File: config.mk
export PLATFORM = sky130hd
export DESIGN_NAME = coulomb_counter_soc_top_flat
export DESIGN_NICKNAME = d
export VERILOG_FILES = /design/src/rtl/core/ccsoc_pkg.sv /design/src/rtl/core/ccsoc_ifs.sv /design/src/rtl/core/ccsoc_cfg_regs.sv /design/src/rtl/core/ccsoc_seq.sv /design/src/rtl/core/ccsoc_dpath.sv /design/src/rtl/core/coulomb_counter_soc_top.sv /design/src/flat_wrapper.sv
export SDC_FILE = /design/constraint.sdc
export NUM_CORES = 1
export LEC_CHECK = 0
export ABC_AREA = 1
export ABC_CLOCK_PERIOD_IN_PS = 8850
export BUFFER_PORTS_ARGS = -buffer_cell sky130_fd_sc_hd__clkbuf_2
export CAP_MARGIN = 5
export CORE_AREA = 2 2 216 303
export CTS_BUF_LIST = sky130_fd_sc_hd__clkbuf_8 sky130_fd_sc_hd__clkbuf_16
export CTS_CLUSTER_DIAMETER = 40
export DETAILED_ROUTE_END_ITERATION = 8
export DIE_AREA = 0 0 218 305
export GPL_ROUTABILITY_DRIVEN = 0
export PLACE_DENSITY = 0.66
export SLEW_MARGIN = 10
export SYNTH_ARGS = -nofsm -noshare
export SYNTH_HDL_FRONTEND = slang
export SYNTH_HIERARCHICAL = 1
export SYNTH_SLANG_ARGS = --single-unit
File: constraint.sdc
create_clock -name clk -period 8.85 [get_ports clk]
set_input_delay 0.885 -clock clk [delete_from_list [all_inputs] [get_ports clk]]
set_output_delay 0.885 -clock clk [all_outputs]
set_load 0.005 [all_outputs]
File: src/rtl/core/ccsoc_pkg.sv
`default_nettype none
package ccsoc_pkg;

  // field widths
  localparam int CAP_W   = 15;
  localparam int THR_W   = 31;
  localparam int DB_W    = 15;
  localparam int PER_W   = 32;
  localparam int CUR_W   = 16;
  localparam int MODE_W  = 2;
  localparam int TIME_W  = 32;
  localparam int SOC_W   = 7;
  localparam int AH_W    = 16;
  localparam int ACC_W   = 32;

  localparam int CFG_IDX_W  = 3;
  localparam int CFG_DATA_W = 32;

  // register indexes
  localparam logic [CFG_IDX_W-1:0] REG_CAPACITY  = 3'd0;
  localparam logic [CFG_IDX_W-1:0] REG_THRESHOLD = 3'd1;
  localparam logic [CFG_IDX_W-1:0] REG_DEADBAND  = 3'd2;
  localparam logic [CFG_IDX_W-1:0] REG_PERIOD    = 3'd3;

  localparam logic [CAP_W-1:0] CAP_RST = 15'd100;
  localparam logic [THR_W-1:0] THR_RST = 31'd1800000;
  localparam logic [DB_W-1:0]  DB_RST  = 15'd3;
  localparam logic [PER_W-1:0] PER_RST = 32'd4000;

  localparam logic [MODE_W-1:0] MODE_CHARGE    = 2'd1;
  localparam logic [MODE_W-1:0] MODE_DISCHARGE = 2'd2;

  localparam logic [SOC_W-1:0] SOC_FULL        = 7'd100;
  localparam logic [SOC_W-1:0] SOC_RAISE_LIMIT = 7'd99;
  localparam logic [SOC_W-1:0] SOC_LOWER_LIMIT = 7'd1;

  // floor(cap/100) == (cap * DIV100_RECIP) >> DIV100_SHIFT for any 15-bit cap
  localparam int RECIP_W = 16;
  localparam logic [RECIP_W-1:0] DIV100_RECIP = 16'd41944;
  localparam int DIV100_SHIFT = 22;
  localparam int CAPQ_W = CAP_W + RECIP_W - DIV100_SHIFT;

  // SOC divide: 22-bit dividend (ah * 100), one quotient bit per step
  localparam int PROD_W    = 22;
  localparam int DIV_STEPS = PROD_W;
  localparam int CNT_W     = 5;

  // micro-ops
  localparam int OP_W = 4;
  localparam logic [OP_W-1:0] OP_NOP   = 4'd0;
  localparam logic [OP_W-1:0] OP_WAIT  = 4'd1;
  localparam logic [OP_W-1:0] OP_ACC   = 4'd2;
  localparam logic [OP_W-1:0] OP_CARRY = 4'd3;
  localparam logic [OP_W-1:0] OP_FAULT = 4'd4;
  localparam logic [OP_W-1:0] OP_TEST  = 4'd5;
  localparam logic [OP_W-1:0] OP_CLAMP = 4'd6;
  localparam logic [OP_W-1:0] OP_MUL   = 4'd7;
  localparam logic [OP_W-1:0] OP_DIV   = 4'd8;
  localparam logic [OP_W-1:0] OP_SOC   = 4'd9;
  localparam logic [OP_W-1:0] OP_EMIT  = 4'd10;

  // jump conditions
  localparam int COND_W = 3;
  localparam logic [COND_W-1:0] C_NEVER       = 3'd0;
  localparam logic [COND_W-1:0] C_ALWAYS      = 3'd1;
  localparam logic [COND_W-1:0] C_NO_INPUT    = 3'd2;
  localparam logic [COND_W-1:0] C_NOT_ELAPSED = 3'd3;
  localparam logic [COND_W-1:0] C_CNT_NZ      = 3'd4;
  localparam logic [COND_W-1:0] C_OUT_BUSY    = 3'd5;

  // program steps
  localparam int STEP_W = 4;
  localparam logic [STEP_W-1:0] STEP_WAIT  = 4'd0;
  localparam logic [STEP_W-1:0] STEP_ACC   = 4'd1;
  localparam logic [STEP_W-1:0] STEP_CARRY = 4'd2;
  localparam logic [STEP_W-1:0] STEP_FAULT = 4'd3;
  localparam logic [STEP_W-1:0] STEP_TEST  = 4'd4;
  localparam logic [STEP_W-1:0] STEP_CLAMP = 4'd5;
  localparam logic [STEP_W-1:0] STEP_MUL   = 4'd6;
  localparam logic [STEP_W-1:0] STEP_DIV   = 4'd7;
  localparam logic [STEP_W-1:0] STEP_SOC   = 4'd8;
  localparam logic [STEP_W-1:0] STEP_EMIT  = 4'd9;
  localparam logic [STEP_W-1:0] LAST_STEP  = STEP_EMIT;

  typedef struct packed {
    logic [CAP_W-1:0] capacity;
    logic [THR_W-1:0] threshold;
    logic [DB_W-1:0]  deadband;
    logic [PER_W-1:0] period;
  } cfg_t;

  typedef struct packed {
    logic [OP_W-1:0]   op;
    logic [COND_W-1:0] cond;
    logic [STEP_W-1:0] target;
    logic              eop;
  } uword_t;

  typedef struct packed {
    logic [OP_W-1:0] op;
  } ctrl_t;

  typedef struct packed {
    logic no_input;
    logic not_elapsed;
    logic cnt_nz;
    logic out_busy;
  } cond_t;

  // control store: jump to target when cond holds, else fall through
  // (or back to the wait step when eop is set)
  function automatic uword_t ucode(input logic [STEP_W-1:0] step);
    uword_t w;
    begin
      case (step)
        STEP_WAIT:  w = '{OP_WAIT,  C_NO_INPUT,    STEP_WAIT, 1'b0};
        STEP_ACC:   w = '{OP_ACC,   C_NEVER,       STEP_WAIT, 1'b0};
        STEP_CARRY: w = '{OP_CARRY, C_NEVER,       STEP_WAIT, 1'b0};
        STEP_FAULT: w = '{OP_FAULT, C_NEVER,       STEP_WAIT, 1'b0};
        STEP_TEST:  w = '{OP_TEST,  C_NOT_ELAPSED, STEP_EMIT, 1'b0};
        STEP_CLAMP: w = '{OP_CLAMP, C_NEVER,       STEP_WAIT, 1'b0};
        STEP_MUL:   w = '{OP_MUL,   C_NEVER,       STEP_WAIT, 1'b0};
        STEP_DIV:   w = '{OP_DIV,   C_CNT_NZ,      STEP_DIV,  1'b0};
        STEP_SOC:   w = '{OP_SOC,   C_NEVER,       STEP_WAIT, 1'b0};
        STEP_EMIT:  w = '{OP_EMIT,  C_OUT_BUSY,    STEP_EMIT, 1'b1};
        default:    w = '{OP_NOP,   C_ALWAYS,      STEP_WAIT, 1'b0};
      endcase
      return w;
    end
  endfunction

endpackage
`default_nettype wire

File: src/rtl/core/ccsoc_ifs.sv
`default_nettype none
interface ccsoc_in_if;
  logic                                  valid;
  logic                                  ready;
  logic signed [ccsoc_pkg::CUR_W-1:0]    current_sample;
  logic [ccsoc_pkg::MODE_W-1:0]          pack_mode;
  logic                                  over_voltage_fault;
  logic                                  under_voltage_fault;
  logic [ccsoc_pkg::TIME_W-1:0]          now_ms;

  modport source (output valid, current_sample, pack_mode, over_voltage_fault,
                  under_voltage_fault, now_ms, input ready);
  modport sink (input valid, current_sample, pack_mode, over_voltage_fault,
                under_voltage_fault, now_ms, output ready);
endinterface

interface ccsoc_out_if;
  logic                               valid;
  logic                               ready;
  logic [ccsoc_pkg::SOC_W-1:0]        soc_percent;
  logic signed [ccsoc_pkg::AH_W-1:0]  ah_count;
  logic                               soc_updated;

  modport source (output valid, soc_percent, ah_count, soc_updated, input ready);
  modport sink (input valid, soc_percent, ah_count, soc_updated, output ready);
endinterface

interface ccsoc_cfg_if;
  logic                                valid;
  logic                                ready;
  logic [ccsoc_pkg::CFG_IDX_W-1:0]     index;
  logic [ccsoc_pkg::CFG_DATA_W-1:0]    data;

  modport source (output valid, index, data, input ready);
  modport sink (input valid, index, data, output ready);
endinterface
`default_nettype wire

File: src/rtl/core/ccsoc_cfg_regs.sv
`default_nettype none
module ccsoc_cfg_regs (
  input  wire logic       clk,
  input  wire logic       rst_n,
  ccsoc_cfg_if.sink       cfg_ch,
  output ccsoc_pkg::cfg_t cfg
);

  ccsoc_pkg::cfg_t cfg_r;
  ccsoc_pkg::cfg_t cfg_nxt;

  assign cfg_ch.ready = 1'b1;
  assign cfg = cfg_r;

  always_comb begin
    cfg_nxt = cfg_r;
    if (cfg_ch.valid) begin
      case (cfg_ch.index)
        ccsoc_pkg::REG_CAPACITY:  cfg_nxt.capacity  = cfg_ch.data[ccsoc_pkg::CAP_W-1:0];
        ccsoc_pkg::REG_THRESHOLD: cfg_nxt.threshold = cfg_ch.data[ccsoc_pkg::THR_W-1:0];
        ccsoc_pkg::REG_DEADBAND:  cfg_nxt.deadband  = cfg_ch.data[ccsoc_pkg::DB_W-1:0];
        ccsoc_pkg::REG_PERIOD:    cfg_nxt.period    = cfg_ch.data[ccsoc_pkg::PER_W-1:0];
        default: ;  // unmapped index, write dropped
      endcase
    end
  end

  always_ff @(posedge clk) begin
    if (!rst_n) begin
      cfg_r.capacity  <= ccsoc_pkg::CAP_RST;
      cfg_r.threshold <= ccsoc_pkg::THR_RST;
      cfg_r.deadband  <= ccsoc_pkg::DB_RST;
      cfg_r.period    <= ccsoc_pkg::PER_RST;
    end else begin
      cfg_r <= cfg_nxt;
    end
  end

endmodule
`default_nettype wire

File: src/rtl/core/ccsoc_seq.sv
`default_nettype none
module ccsoc_seq (
  input  wire logic             clk,
  input  wire logic             rst_n,
  input  wire ccsoc_pkg::cond_t cond,
  output ccsoc_pkg::ctrl_t      ctrl
);

  logic [ccsoc_pkg::STEP_W-1:0] pc_r;
  logic [ccsoc_pkg::STEP_W-1:0] pc_nxt;
  ccsoc_pkg::uword_t            uw;
  logic                         take;

  assign uw      = ccsoc_pkg::ucode(pc_r);
  assign ctrl.op = uw.op;

  always_comb begin
    case (uw.cond)
      ccsoc_pkg::C_NEVER:       take = 1'b0;
      ccsoc_pkg::C_ALWAYS:      take = 1'b1;
      ccsoc_pkg::C_NO_INPUT:    take = cond.no_input;
      ccsoc_pkg::C_NOT_ELAPSED: take = cond.not_elapsed;
      ccsoc_pkg::C_CNT_NZ:      take = cond.cnt_nz;
      ccsoc_pkg::C_OUT_BUSY:    take = cond.out_busy;
      default:                  take = 1'b1;
    endcase
  end

  always_comb begin
    if (take) begin
      pc_nxt = uw.target;
    end else if (uw.eop) begin
      pc_nxt = ccsoc_pkg::STEP_WAIT;
    end else begin
      pc_nxt = pc_r + ccsoc_pkg::STEP_W'(1);
    end
  end

  always_ff @(posedge clk) begin
    if (!rst_n) begin
      pc_r <= ccsoc_pkg::STEP_WAIT;
    end else begin
      pc_r <= pc_nxt;
    end
  end

  a_pc_in_program: assert property (@(posedge clk) disable iff (!rst_n)
    pc_r <= ccsoc_pkg::LAST_STEP)
    else $error("sequencer left the program");

  a_accept_starts_item: assert property (@(posedge clk) disable iff (!rst_n)
    (ctrl.op == ccsoc_pkg::OP_WAIT && !cond.no_input) |=> ctrl.op == ccsoc_pkg::OP_ACC)
    else $error("accepted sample did not start accumulate step");

  a_emit_returns: assert property (@(posedge clk) disable iff (!rst_n)
    (ctrl.op == ccsoc_pkg::OP_EMIT && !cond.out_busy) |=> pc_r == ccsoc_pkg::STEP_WAIT)
    else $error("emit did not return to wait step");

endmodule
`default_nettype wire

File: src/rtl/core/ccsoc_dpath.sv
`default_nettype none
module ccsoc_dpath (
  input  wire logic             clk,
  input  wire logic             rst_n,
  input  wire ccsoc_pkg::cfg_t  cfg,
  input  wire ccsoc_pkg::ctrl_t ctrl,
  output ccsoc_pkg::cond_t      cond,
  ccsoc_in_if.sink              in_ch,
  ccsoc_out_if.source           out_ch
);

  localparam int ACC_W  = ccsoc_pkg::ACC_W;
  localparam int AH_W   = ccsoc_pkg::AH_W;
  localparam int CAP_W  = ccsoc_pkg::CAP_W;
  localparam int PROD_W = ccsoc_pkg::PROD_W;
  localparam int SOC_W  = ccsoc_pkg::SOC_W;
  localparam int CUR_W  = ccsoc_pkg::CUR_W;

  // latched sample
  logic signed [CUR_W-1:0]            cur_r,  cur_nxt;
  logic [ccsoc_pkg::MODE_W-1:0]       mode_r, mode_nxt;
  logic                               ov_r,   ov_nxt;
  logic                               uv_r,   uv_nxt;
  logic [ccsoc_pkg::TIME_W-1:0]       now_r,  now_nxt;

  // architectural state
  logic signed [ACC_W-1:0]            acc_r,  acc_nxt;
  logic signed [AH_W-1:0]             ah_r,   ah_nxt;
  logic [SOC_W-1:0]                   soc_r,  soc_nxt;
  logic [ccsoc_pkg::TIME_W-1:0]       last_r, last_nxt;

  // work registers
  logic                               upd_r,  upd_nxt;
  logic [CAP_W-1:0]                   rem_r,  rem_nxt;
  logic [PROD_W-1:0]                  dvd_r,  dvd_nxt;
  logic [ccsoc_pkg::CNT_W-1:0]        cnt_r,  cnt_nxt;

  // result register
  logic                               out_valid_r, out_valid_nxt;
  logic [SOC_W-1:0]                   out_soc_r,   out_soc_nxt;
  logic signed [AH_W-1:0]             out_ah_r,    out_ah_nxt;
  logic                               out_upd_r,   out_upd_nxt;

  logic                               busy;
  logic [CUR_W-1:0]                   mag;
  logic                               active;
  logic [ACC_W:0]                     acc_sum;
  logic signed [ACC_W-1:0]            acc_sat;
  logic signed [ACC_W-1:0]            thr_pos;
  logic signed [ACC_W-1:0]            thr_neg;
  logic signed [AH_W-1:0]             cap_s;
  logic                               elapsed;
  logic [CAP_W+ccsoc_pkg::RECIP_W-1:0] recip_prod;
  logic [ccsoc_pkg::CAPQ_W-1:0]       cap_q;
  logic signed [AH_W-1:0]             ah_floor;
  logic [CAP_W:0]                     trial;
  logic                               qbit;

  assign busy = out_valid_r && !out_ch.ready;

  assign in_ch.ready    = (ctrl.op == ccsoc_pkg::OP_WAIT);
  assign out_ch.valid       = out_valid_r;
  assign out_ch.soc_percent = out_soc_r;
  assign out_ch.ah_count    = out_ah_r;
  assign out_ch.soc_updated = out_upd_r;

  assign cond.no_input    = !in_ch.valid;
  assign cond.not_elapsed = !elapsed;
  assign cond.cnt_nz      = (cnt_r != '0);
  assign cond.out_busy    = busy;

  assign mag    = cur_r[CUR_W-1] ? (~cur_r + CUR_W'(1)) : cur_r;
  assign active = (mode_r == ccsoc_pkg::MODE_CHARGE || mode_r == ccsoc_pkg::MODE_DISCHARGE)
                  && (mag > {1'b0, cfg.deadband});

  assign acc_sum = {acc_r[ACC_W-1], acc_r} + {{(ACC_W+1-CUR_W){cur_r[CUR_W-1]}}, cur_r};

  // saturate to the signed 32-bit range
  always_comb begin
    if (acc_sum[ACC_W] != acc_sum[ACC_W-1]) begin
      acc_sat = acc_sum[ACC_W] ? {1'b1, {(ACC_W-1){1'b0}}} : {1'b0, {(ACC_W-1){1'b1}}};
    end else begin
      acc_sat = acc_sum[ACC_W-1:0];
    end
  end

  assign thr_pos = {1'b0, cfg.threshold};
  assign thr_neg = -thr_pos;
  assign cap_s   = {1'b0, cfg.capacity};
  assign elapsed = (now_r - last_r) >= cfg.period;

  assign recip_prod = cfg.capacity * ccsoc_pkg::DIV100_RECIP;
  assign cap_q      = recip_prod[CAP_W+ccsoc_pkg::RECIP_W-1:ccsoc_pkg::DIV100_SHIFT];
  assign ah_floor   = {{(AH_W-ccsoc_pkg::CAPQ_W){1'b0}}, cap_q} + AH_W'(1);

  assign trial = {rem_r, dvd_r[PROD_W-1]};
  assign qbit  = (trial >= {1'b0, cfg.capacity});

  always_comb begin
    cur_nxt  = cur_r;
    mode_nxt = mode_r;
    ov_nxt   = ov_r;
    uv_nxt   = uv_r;
    now_nxt  = now_r;
    acc_nxt  = acc_r;
    ah_nxt   = ah_r;
    soc_nxt  = soc_r;
    last_nxt = last_r;
    upd_nxt  = upd_r;
    rem_nxt  = rem_r;
    dvd_nxt  = dvd_r;
    cnt_nxt  = cnt_r;
    out_soc_nxt = out_soc_r;
    out_ah_nxt  = out_ah_r;
    out_upd_nxt = out_upd_r;
    out_valid_nxt = out_ch.ready ? 1'b0 : out_valid_r;

    case (ctrl.op)
      ccsoc_pkg::OP_WAIT: begin
        if (in_ch.valid) begin
          cur_nxt  = in_ch.current_sample;
          mode_nxt = in_ch.pack_mode;
          ov_nxt   = in_ch.over_voltage_fault;
          uv_nxt   = in_ch.under_voltage_fault;
          now_nxt  = in_ch.now_ms;
        end
      end
      ccsoc_pkg::OP_ACC: begin
        if (active) begin
          acc_nxt = acc_sat;
        end
      end
      ccsoc_pkg::OP_CARRY: begin
        // SOC here is still the value left by the previous sample
        if (acc_r > thr_pos) begin
          acc_nxt = acc_r - thr_pos;
          if (soc_r >= ccsoc_pkg::SOC_LOWER_LIMIT && ah_r != {1'b1, {(AH_W-1){1'b0}}}) begin
            ah_nxt = ah_r - AH_W'(1);
          end
        end else if (acc_r < thr_neg) begin
          acc_nxt = acc_r + thr_pos;
          if (soc_r < ccsoc_pkg::SOC_RAISE_LIMIT && ah_r != {1'b0, {(AH_W-1){1'b1}}}) begin
            ah_nxt = ah_r + AH_W'(1);
          end
        end
      end
      ccsoc_pkg::OP_FAULT: begin
        if (ov_r) begin
          ah_nxt  = cap_s;
          soc_nxt = ccsoc_pkg::SOC_FULL;
        end else if (uv_r && mode_r != ccsoc_pkg::MODE_CHARGE) begin
          ah_nxt  = '0;
          soc_nxt = '0;
        end
      end
      ccsoc_pkg::OP_TEST: begin
        upd_nxt = elapsed;
      end
      ccsoc_pkg::OP_CLAMP: begin
        if (ah_r > cap_s) begin
          ah_nxt = cap_s;
        end else if (ah_r <= 0) begin
          ah_nxt = uv_r ? '0 : ah_floor;
        end
      end
      ccsoc_pkg::OP_MUL: begin
        dvd_nxt = {{(PROD_W-AH_W+1){1'b0}}, ah_r[AH_W-2:0]} * PROD_W'(ccsoc_pkg::SOC_FULL);
        rem_nxt = '0;
        cnt_nxt = ccsoc_pkg::CNT_W'(ccsoc_pkg::DIV_STEPS - 1);
      end
      ccsoc_pkg::OP_DIV: begin
        // restoring divide, quotient shifts in behind the dividend
        rem_nxt = qbit ? CAP_W'(trial - {1'b0, cfg.capacity}) : trial[CAP_W-1:0];
        dvd_nxt = {dvd_r[PROD_W-2:0], qbit};
        cnt_nxt = cnt_r - ccsoc_pkg::CNT_W'(1);
      end
      ccsoc_pkg::OP_SOC: begin
        if (cfg.capacity == '0 || ah_r <= 0) begin
          soc_nxt = '0;
        end else if (dvd_r > PROD_W'(ccsoc_pkg::SOC_FULL)) begin
          soc_nxt = ccsoc_pkg::SOC_FULL;
        end else begin
          soc_nxt = dvd_r[SOC_W-1:0];
        end
        last_nxt = now_r;
      end
      ccsoc_pkg::OP_EMIT: begin
        if (!busy) begin
          out_valid_nxt = 1'b1;
          out_soc_nxt   = soc_r;
          out_ah_nxt    = ah_r;
          out_upd_nxt   = upd_r;
        end
      end
      default: ;
    endcase
  end

  always_ff @(posedge clk) begin
    if (!rst_n) begin
      acc_r       <= '0;
      ah_r        <= '0;
      soc_r       <= '0;
      last_r      <= '0;
      out_valid_r <= 1'b0;
    end else begin
      acc_r       <= acc_nxt;
      ah_r        <= ah_nxt;
      soc_r       <= soc_nxt;
      last_r      <= last_nxt;
      out_valid_r <= out_valid_nxt;
    end
  end

  always_ff @(posedge clk) begin
    cur_r     <= cur_nxt;
    mode_r    <= mode_nxt;
    ov_r      <= ov_nxt;
    uv_r      <= uv_nxt;
    now_r     <= now_nxt;
    upd_r     <= upd_nxt;
    rem_r     <= rem_nxt;
    dvd_r     <= dvd_nxt;
    cnt_r     <= cnt_nxt;
    out_soc_r <= out_soc_nxt;
    out_ah_r  <= out_ah_nxt;
    out_upd_r <= out_upd_nxt;
  end

  a_soc_in_range: assert property (@(posedge clk) disable iff (!rst_n)
    soc_r <= ccsoc_pkg::SOC_FULL)
    else $error("stored SOC above full");

  a_clamp_bound: assert property (@(posedge clk) disable iff (!rst_n)
    (ctrl.op == ccsoc_pkg::OP_CLAMP && cfg.capacity != '0)
      |=> ah_r <= $signed({1'b0, $past(cfg.capacity)}))
    else $error("amp-hour count above capacity after clamp");

  a_result_from_emit: assert property (@(posedge clk) disable iff (!rst_n)
    $rose(out_valid_r) |-> $past(ctrl.op == ccsoc_pkg::OP_EMIT))
    else $error("result appeared outside emit step");

endmodule
`default_nettype wire

File: src/rtl/core/coulomb_counter_soc_top.sv
`default_nettype none
// channel   dir  handshake     payload
// in_ch     in   valid/ready   current_sample, pack_mode, over/under_voltage_fault, now_ms
// out_ch    out  valid/ready   soc_percent, ah_count, soc_updated
// cfg_ch    in   valid/ready   index, data (always ready)
//
// A sample runs the accumulate, carry, fault and test steps, then emit; when the periodic
// update runs, clamp, multiply, the one-bit-per-step SOC divide and SOC steps precede emit.
// Synchronous reset loads register defaults, clears state, parks the
// sequencer at its wait step. A result waits in the output register while the
// next sample is taken; the emit step stalls only if that result is still held.
module coulomb_counter_soc_top (
  input  wire logic   clk,
  input  wire logic   rst_n,
  ccsoc_in_if.sink    in_ch,
  ccsoc_out_if.source out_ch,
  ccsoc_cfg_if.sink   cfg_ch
);

  ccsoc_pkg::cfg_t  cfg;
  ccsoc_pkg::ctrl_t ctrl;
  ccsoc_pkg::cond_t cond;

  ccsoc_cfg_regs u_cfg (
    .clk    (clk),
    .rst_n  (rst_n),
    .cfg_ch (cfg_ch),
    .cfg    (cfg)
  );

  ccsoc_seq u_seq (
    .clk   (clk),
    .rst_n (rst_n),
    .cond  (cond),
    .ctrl  (ctrl)
  );

  ccsoc_dpath u_dpath (
    .clk    (clk),
    .rst_n  (rst_n),
    .cfg    (cfg),
    .ctrl   (ctrl),
    .cond   (cond),
    .in_ch  (in_ch),
    .out_ch (out_ch)
  );

endmodule
`default_nettype wire
File: src/flat_wrapper.sv
// flat-port wrapper written by rule: the top's interface ports become plain ports
module coulomb_counter_soc_top_flat 
  (clk, rst_n, in_ch_valid, in_ch_current_sample, in_ch_pack_mode, in_ch_over_voltage_fault, in_ch_under_voltage_fault, in_ch_now_ms, in_ch_ready, out_ch_valid, out_ch_soc_percent, out_ch_ah_count, out_ch_soc_updated, out_ch_ready, cfg_ch_valid, cfg_ch_index, cfg_ch_data, cfg_ch_ready);
  ccsoc_in_if in_ch_i ();
  ccsoc_out_if out_ch_i ();
  ccsoc_cfg_if cfg_ch_i ();
  input  wire logic clk;
  input  wire logic rst_n;
  input wire logic [$bits(in_ch_i.valid)-1:0] in_ch_valid;
  input wire logic [$bits(in_ch_i.current_sample)-1:0] in_ch_current_sample;
  input wire logic [$bits(in_ch_i.pack_mode)-1:0] in_ch_pack_mode;
  input wire logic [$bits(in_ch_i.over_voltage_fault)-1:0] in_ch_over_voltage_fault;
  input wire logic [$bits(in_ch_i.under_voltage_fault)-1:0] in_ch_under_voltage_fault;
  input wire logic [$bits(in_ch_i.now_ms)-1:0] in_ch_now_ms;
  output wire logic [$bits(in_ch_i.ready)-1:0] in_ch_ready;
  output wire logic [$bits(out_ch_i.valid)-1:0] out_ch_valid;
  output wire logic [$bits(out_ch_i.soc_percent)-1:0] out_ch_soc_percent;
  output wire logic [$bits(out_ch_i.ah_count)-1:0] out_ch_ah_count;
  output wire logic [$bits(out_ch_i.soc_updated)-1:0] out_ch_soc_updated;
  input wire logic [$bits(out_ch_i.ready)-1:0] out_ch_ready;
  input wire logic [$bits(cfg_ch_i.valid)-1:0] cfg_ch_valid;
  input wire logic [$bits(cfg_ch_i.index)-1:0] cfg_ch_index;
  input wire logic [$bits(cfg_ch_i.data)-1:0] cfg_ch_data;
  output wire logic [$bits(cfg_ch_i.ready)-1:0] cfg_ch_ready;
  assign in_ch_i.valid = in_ch_valid;
  assign in_ch_i.current_sample = in_ch_current_sample;
  assign in_ch_i.pack_mode = in_ch_pack_mode;
  assign in_ch_i.over_voltage_fault = in_ch_over_voltage_fault;
  assign in_ch_i.under_voltage_fault = in_ch_under_voltage_fault;
  assign in_ch_i.now_ms = in_ch_now_ms;
  assign in_ch_ready = in_ch_i.ready;
  assign out_ch_valid = out_ch_i.valid;
  assign out_ch_soc_percent = out_ch_i.soc_percent;
  assign out_ch_ah_count = out_ch_i.ah_count;
  assign out_ch_soc_updated = out_ch_i.soc_updated;
  assign out_ch_i.ready = out_ch_ready;
  assign cfg_ch_i.valid = cfg_ch_valid;
  assign cfg_ch_i.index = cfg_ch_index;
  assign cfg_ch_i.data = cfg_ch_data;
  assign cfg_ch_ready = cfg_ch_i.ready;
  coulomb_counter_soc_top u_core (.clk(clk), .rst_n(rst_n), .in_ch(in_ch_i), .out_ch(out_ch_i), .cfg_ch(cfg_ch_i));
endmodule
==> metrics.txt, run 1 <==
status=finished, final reports clean; CTS Hold Buffers Added=0; Tmin final=5.61 ns; Slowest cell on crit path=nand3_1; Cell Count, Final, Fillers Out=5493; initial antenna violation count=4; Unique masters post-synth=64; IO Pins=119; DRC viols=0; final worst-path cycle share=63.3%; Vias/cell=5.45; drt pass-1 iters=7; Seq/Total Area, Yosys=23.7%; area grow syn2layout=9.22%; synthesis-stage register bit count=315; first-pass GRT wire length=153000 um; Post-Route Skew=0.0392 ns; Starting Density=49.5%; commonest non-fill, non-tap cells in the layout=nand2_1 (1018), inv_1 (693), nor2_1 (517); Primary FF master, synth=dfxtp_1; Power Dens Cells=287 nW/um^2; Max IR drop VDD=0.190 mV; CTS root buf=clkbuf_16; clk buf depth=3; DIE AREA=66500 um^2; Post-Syn Nets=5139; vias in the first global route=28750; share of layout cells above drive strength 1=6.73%; total number of vias=29957; core area=63900 um^2; asr flop ratio synth=0%; worst path cell trace=inv_1 -> ha_1 -> nand3_1 -> nor2_1 -> nand2_1 -> nor3_1 -> nand4_1 -> nor2_1 -> nand4_1 -> xor2_1 -> ha_1 -> nand2_1 -> nor2_1 -> nor3b_1 -> and3_1 -> nand2_1 -> nand2_1 -> nand2_1 -> nand3_4 -> nand3_1 -> a21oi_1 -> nand2_1 -> inv_1; most common cell after layout, fill and taps aside=nand2_1; slew margin rel.=23.3%; TritonCTS Sinks=315; Die Span Y=305 um; Crit path top cell by count=nand2_1; Nets=5209; routed wire length=98000 um; total power=9.92 mW; Synth Warn #=6; DP Cell Count=5398; pins over their slew limit=0; Buf+Inv Stages, Crit Path=2; Fin. Hold Viols=0; Syn Inst Count=4541; RSZ-0062 raised after global routing=no; Rows=110; final setup violating endpoints=0; critical path class=reg -> reg; DR WL/cell=17.8 um; worst hold slack=0.409 ns; CTS tree=yes; die width=218 um; WP data required=9.42 ns; grt ovf=0; worst slew pin tran=1.15 ns; max frequency=178 MHz; cell area after synthesis=31600 um^2; max incr delay on CP=0.70 ns; Worst-Skew Late Latency=0.65 ns; total leakage power=17.5 nW; # diodes=0; setup TNS=0 ns; Mean Syn Cell Area=6.97 um^2; Post-synth EDFFs=119; CTS clk-pin slew, worst paths=0.06 ns; Crit. End Element=flip-flop; total of max-cap violations=0; Total GRT Usage=29.2%; DRT iter0 DRCs=2350; family with the most delay on the worst path=simple AND/OR/NAND/NOR gates; ANT nets after route=0; hpwl dp=78500 um; Post-CTS Resized=0; ranking of synthesized cells by area=ha_1 (17%), dfxtp_1 (12%), nand2_1 (12%); WP data arrival=6.17 ns; Synth area leader=ha_1; Yosys top cell area share=16.6%; htree depth=2; Max Fanout on Critical Path=20; TritonCTS Buffers=51; startpoint types=flip-flop; largest net degree at the start of global routing=96; HP Class=in -> reg; Post-CTS Setup Bufs=0; IO buf count=117
stage by stage:
stage	utilization, %	cell area (um^2)	setup slack [ns]
2_1_floorplan	-	31600	3.83
3_3_place_gp	51.3	32800	3.50
3_5_place_dp	51.3	32800	3.48
4_1_cts	54.1	34600	3.47
5_1_grt	54.1	34600	2.89
6_report	54.1	34600	3.24
synth_stat cells, drive strengths merged (16+ instances only):
master / n
a21oi: 338
nand4: 65
xor2: 112
o21ai: 232
nand2: 1037
xnor2: 32
inv: 702
o21bai: 23
clkbuf: 37
dfxtp: 196
edfxtp: 119
ha: 421
nand3: 331
nor3: 56
a21o: 23
nor4: 16
nor2: 534
buf: 77
fa: 85
per-layer routing:
layer	global-route usage, %	up-vias	part of all wire [%]
met1	34.9	13757	40
met2	50.4	968	48
li1	-	14944	-
met5	0	-	0.038
met4	15.4	6	5.7
met3	4.11	282	5.9
registers in the layout, indices dropped and copies added (netlist names), 11 cells and up:
signal / count
u_core/u_cfg/cfg: 93
u_core/u_dpath/acc_r: 32
u_core/u_dpath/ah_r: 16
u_core/u_dpath/cur_r: 16
u_core/u_dpath/dvd_r: 22
u_core/u_dpath/last_r: 32
u_core/u_dpath/now_r: 32
u_core/u_dpath/out_ch.ah_count: 16
u_core/u_dpath/rem_r: 15
u_core/u_seq/uw: 11
cell type report:
cell class / count / area, um^2
flip-flops and latches: 315 / 7500
fillers: 6453 / 29300
inverters: 704 / 2650
repair buffers: 132 / 704
well taps: 840 / 1050
clock buffers: 52 / 1290
multi-input cells: 3407 / 20900
clock inverters: 43 / 482
cells by family after synthesis:
logic type,after synthesis,share of synthesized area (%)
and+or+nand+nor,2065,27.9
buffers and inverters,819,10.4
AOI/OAI and AO/OA,691,12.0
adders and majority gates,506,22.0
DFF,315,23.7
xor gates and xnor gates,144,3.99
other,1,0.0119
report_power, final:
group	internal (mW)	leakage [nW]	switching (mW)
Sequential	1.81	2.70	0.277
Clock	1.17	0.867	0.873
Combinational	1.93	13.9	3.85
path summary, 6_finish.rpt:
check / end / slack, ns / cells past startpoint / from
setup reg to reg: u_core/u_dpath/ah_r[5] / 3.24 / 23 / u_core/u_cfg/cfg[48]
setup / recovery: u_core/u_dpath/ah_r[5] / 3.24 / 23 / u_core/u_cfg/cfg[48]
hold / removal: u_core/u_dpath/now_r[2] / 0.41 / 1 / in_ch_now_ms[2]
hold reg to reg: u_core/u_dpath/out_ch.soc_percent[2] / 0.45 / 0 / u_core/u_dpath/soc_r[2]
Note: power is estimated with default switching activity, not from simulation.
==> inputs of run 2 (changes only) <==
--- a/config.mk
+++ b/config.mk
@@ -6,7 +6,7 @@
 export NUM_CORES = 1
 export LEC_CHECK = 0
 export ABC_AREA = 1
-export ABC_CLOCK_PERIOD_IN_PS = 8850
+export ABC_CLOCK_PERIOD_IN_PS = 5380
 export BUFFER_PORTS_ARGS = -buffer_cell sky130_fd_sc_hd__clkbuf_2
 export CAP_MARGIN = 5
 export CORE_AREA = 2 2 216 303
==> constraint.sdc (replaced) <==
create_clock -name clk -period 5.38 [get_ports clk]
set_input_delay 0.538 -clock clk [delete_from_list [all_inputs] [get_ports clk]]
set_output_delay 0.538 -clock clk [all_outputs]
set_load 0.005 [all_outputs]
==> run 2 against run 1 <==
  * Via count up 0.77%
  * Clock power up 47%
  * Routed wire length up 2.0%
  * Register-to-register slack worse by 2.9 ns
  * Combinational power up 69%
  * Clock-buffer cell count down 4
  * Worst setup slack worse by 2.9 ns
  * Hold slack worse by 0.33 ns
  * Die area unchanged
  * Sequential share of layout area down 0.16 points
  * Clock skew up 0.019 ns
  * Sequential cell count unchanged
==> metrics.txt, run 2 (synthesis gave the netlist of run 1 again) <==
pins over their slew limit=0 (unchanged); Nets=5267 (+1.1%); CTS clk-pin slew, worst paths=0.06 ns (about the same); total number of vias=30189 (+0.77%); Hold Path Depth=1 (unchanged); Crit. End Element=flip-flop; Rows=110 (unchanged); largest net degree at the start of global routing=97 (+1.0%); worst slew pin tran=0.987 ns (-0.165 ns); Hold EP=u_core/u_dpath/now_r[24]; initial antenna violation count=4 (unchanged); CTS Hold Buffers Added=0 (unchanged); share of layout cells above drive strength 1=8.03% (+1.3 points); Post-Route Skew=0.0582 ns (+0.0189 ns); HP Class=in -> reg; Critical R2R Launch=u_core/u_cfg/cfg[85]; die width=218 um (unchanged); commonest non-fill, non-tap cells in the layout=nand2_1 (1018), inv_1 (694), nor2_1 (515); DR WL/cell=18.0 um (+1.0%); total leakage power=17.7 nW (+1.2%); WP data required=5.87 ns (-3.55 ns); Fin. Hold Viols=0 (unchanged); Worst-Skew Late Latency=0.63 ns (-0.02 ns); Hold Crit Start=in_ch_now_ms[24]; slew margin rel.=34.1% (+11 points); most common cell after layout, fill and taps aside=nand2_1; first-pass GRT wire length=155000 um (+1.5%); core area=63900 um^2 (unchanged); area grow syn2layout=10.2%; Total GRT Usage=29.8% (+0.61 points); status=finished, final reports clean; Vias/cell=5.44 (-0.22%); hpwl dp=81100 um (+3.4%); critical path class=reg -> reg; IO Pins=119 (unchanged); Max Fanout on Critical Path=7 (-65%); max frequency=197 MHz (+10%); reg2reg end=u_core/u_dpath/ah_r[4]; Clk network pwr share=18.7% (-1.9 points); Max IR drop VDD=0.378 mV (+99%); total of max-cap violations=0 (unchanged); DRC viols=0 (unchanged); TritonCTS Buffers=46 (-9.8%); Reg power frac=21.0% (about the same); grt ovf=0 (unchanged); setup TNS=0 ns (unchanged); Die Span Y=305 um (unchanged); Gate power share=60.3% (+2.0 points); FF-to-FF setup slack=0.30 ns (-2.94 ns); TritonCTS Sinks=315 (unchanged); CTS root buf=clkbuf_16; IO buf count=117 (unchanged); startpoint types=flip-flop; max reg flops=93 (unchanged); final setup violating endpoints=0 (unchanged); final worst-path cycle share=94.4% (+31 points); routed wire length=100000 um (+2.0%); P_int=8.00 mW (+63%); DRT iter0 DRCs=2160 (-8.1%); Power Dens Cells=464 nW/um^2 (+62%); DIE AREA=66500 um^2 (unchanged); clk buf depth=3 (unchanged); WP data arrival=5.57 ns (-0.60 ns); Tmin final=5.08 ns (-0.525 ns); Worst R2R Path Depth=24 (+4.3%); Starting Density=49.5% (unchanged); vias in the first global route=29075 (+1.1%); RSZ-0062 raised after global routing=no; switching pwr=8.19 mW (+64%); worst hold slack=0.0822 ns (-0.327 ns); drt pass-1 iters=6 (-1); sw frac=50.6% (+0.17 points); filler instances=6392 (-0.95%); CTS tree=yes; htree depth=2 (unchanged); ANT nets after route=0 (unchanged)
-- run 2: cell count changes in the layout (fill, tap and decap cells not counted), sizes merged --
cell,delta
buf,+63
bufinv,-1
clkbuf,-4
clkinv,-7
clkinvlp,+2
diode,+1
inv,+1
-- run 2: per-layer routing --
| layer | track usage, % | share of wire (%) | up-vias |
|---|---|---|---|
| met5 | 0 | 0.030 | - |
| met4 | 17.7 | 6.4 | 4 |
| met3 | 4.65 | 6.0 | 328 |
| met2 | 50.4 | 48 | 1027 |
| met1 | 35.5 | 40 | 13783 |
| li1 | - | - | 15047 |
-- run 2: through the flow --
step | cell area (um^2) | utilization (%) | worst slack [ns] | total power [mW] | cells
2_1_floorplan | 31600 | - | 0.611 | 10.4 | 4541
3_3_place_gp | 33200 | 52.1 | 0.300 | 12.9 | 5457
3_5_place_dp | 33200 | 52.1 | 0.279 | 13.0 | 5457
4_1_cts | 34800 | 54.5 | 0.278 | 16.1 | 5543
5_1_grt | 34900 | 54.6 | 0.000939 | 17.6 | 5547
6_report | 34900 | 54.6 | 0.300 | 16.2 | 5548
-- run 2: how the worst max path moves through the flow --
stage                               startpoint                      to  slack (ns)  cells past startpoint
after floorplan           u_core/u_cfg/cfg[89]  u_core/u_dpath/ah_r[2]        0.61                     24
after global placement    u_core/u_cfg/cfg[88]  u_core/u_dpath/ah_r[8]        0.30                     27
after detailed placement  u_core/u_cfg/cfg[88]  u_core/u_dpath/ah_r[8]        0.28                     27
after CTS                 u_core/u_cfg/cfg[88]  u_core/u_dpath/ah_r[8]        0.28                     27
after global routing      u_core/u_cfg/cfg[85]  u_core/u_dpath/ah_r[4]      0.0009                     24
final                     u_core/u_cfg/cfg[85]  u_core/u_dpath/ah_r[4]        0.30                     24
-- run 2: power by group through the flow --
stage | clock [mW] | combinational, mW | sequential, mW
floorplan | 0 | 7.12 | 3.27
global placement | 0 | 9.47 | 3.43
detailed placement | 0 | 9.53 | 3.44
CTS | 3.08 | 9.58 | 3.39
global route | 3.16 | 11.0 | 3.44
finish | 3.02 | 9.77 | 3.40
-- run 2: worst max-delay path, cell delays in order, from the launching register on --
cell	delay, ns
dfxtp_1	0.53
inv_1	0.12
fa_1	0.50
inv_1	0.04
ha_1	0.22
fa_1	0.53
fa_1	0.50
inv_1	0.05
fa_1	0.53
inv_1	0.04
ha_1	0.31
nand2_1	0.15
inv_1	0.06
a21oi_1	0.28
nand2_1	0.09
nand2_1	0.08
nand4_1	0.14
nand2_1	0.17
nand2_1	0.11
nor2_1	0.18
nor2_1	0.05
o21ai_0	0.07
nand2_1	0.07
nor2_1	0.10
nor2_1	0.06
-- run 2: what timing repair did --
item | CTS | global route
endpoints found under the hold margin | 0 | 0
setup buffers | 0 | 4
resized for setup | 0 | 17
endpoints found under the setup margin | 0 | 20
-- run 2: final cells by class --
| class | count | area [um^2] | share of cell area, % |
|---|---|---|---|
| tap | 840 | 1050 | 3.01 |
| clock inverter | 38 | 378 | 1.08 |
| timing repair buffer | 195 | 1190 | 3.41 |
| antenna | 1 | 2.50 | 0.00718 |
| clock buffer | 48 | 1180 | 3.38 |
| sequential | 315 | 7510 | 21.5 |
| inverter | 704 | 2650 | 7.60 |
| multi-input combinational | 3407 | 20900 | 60.0 |
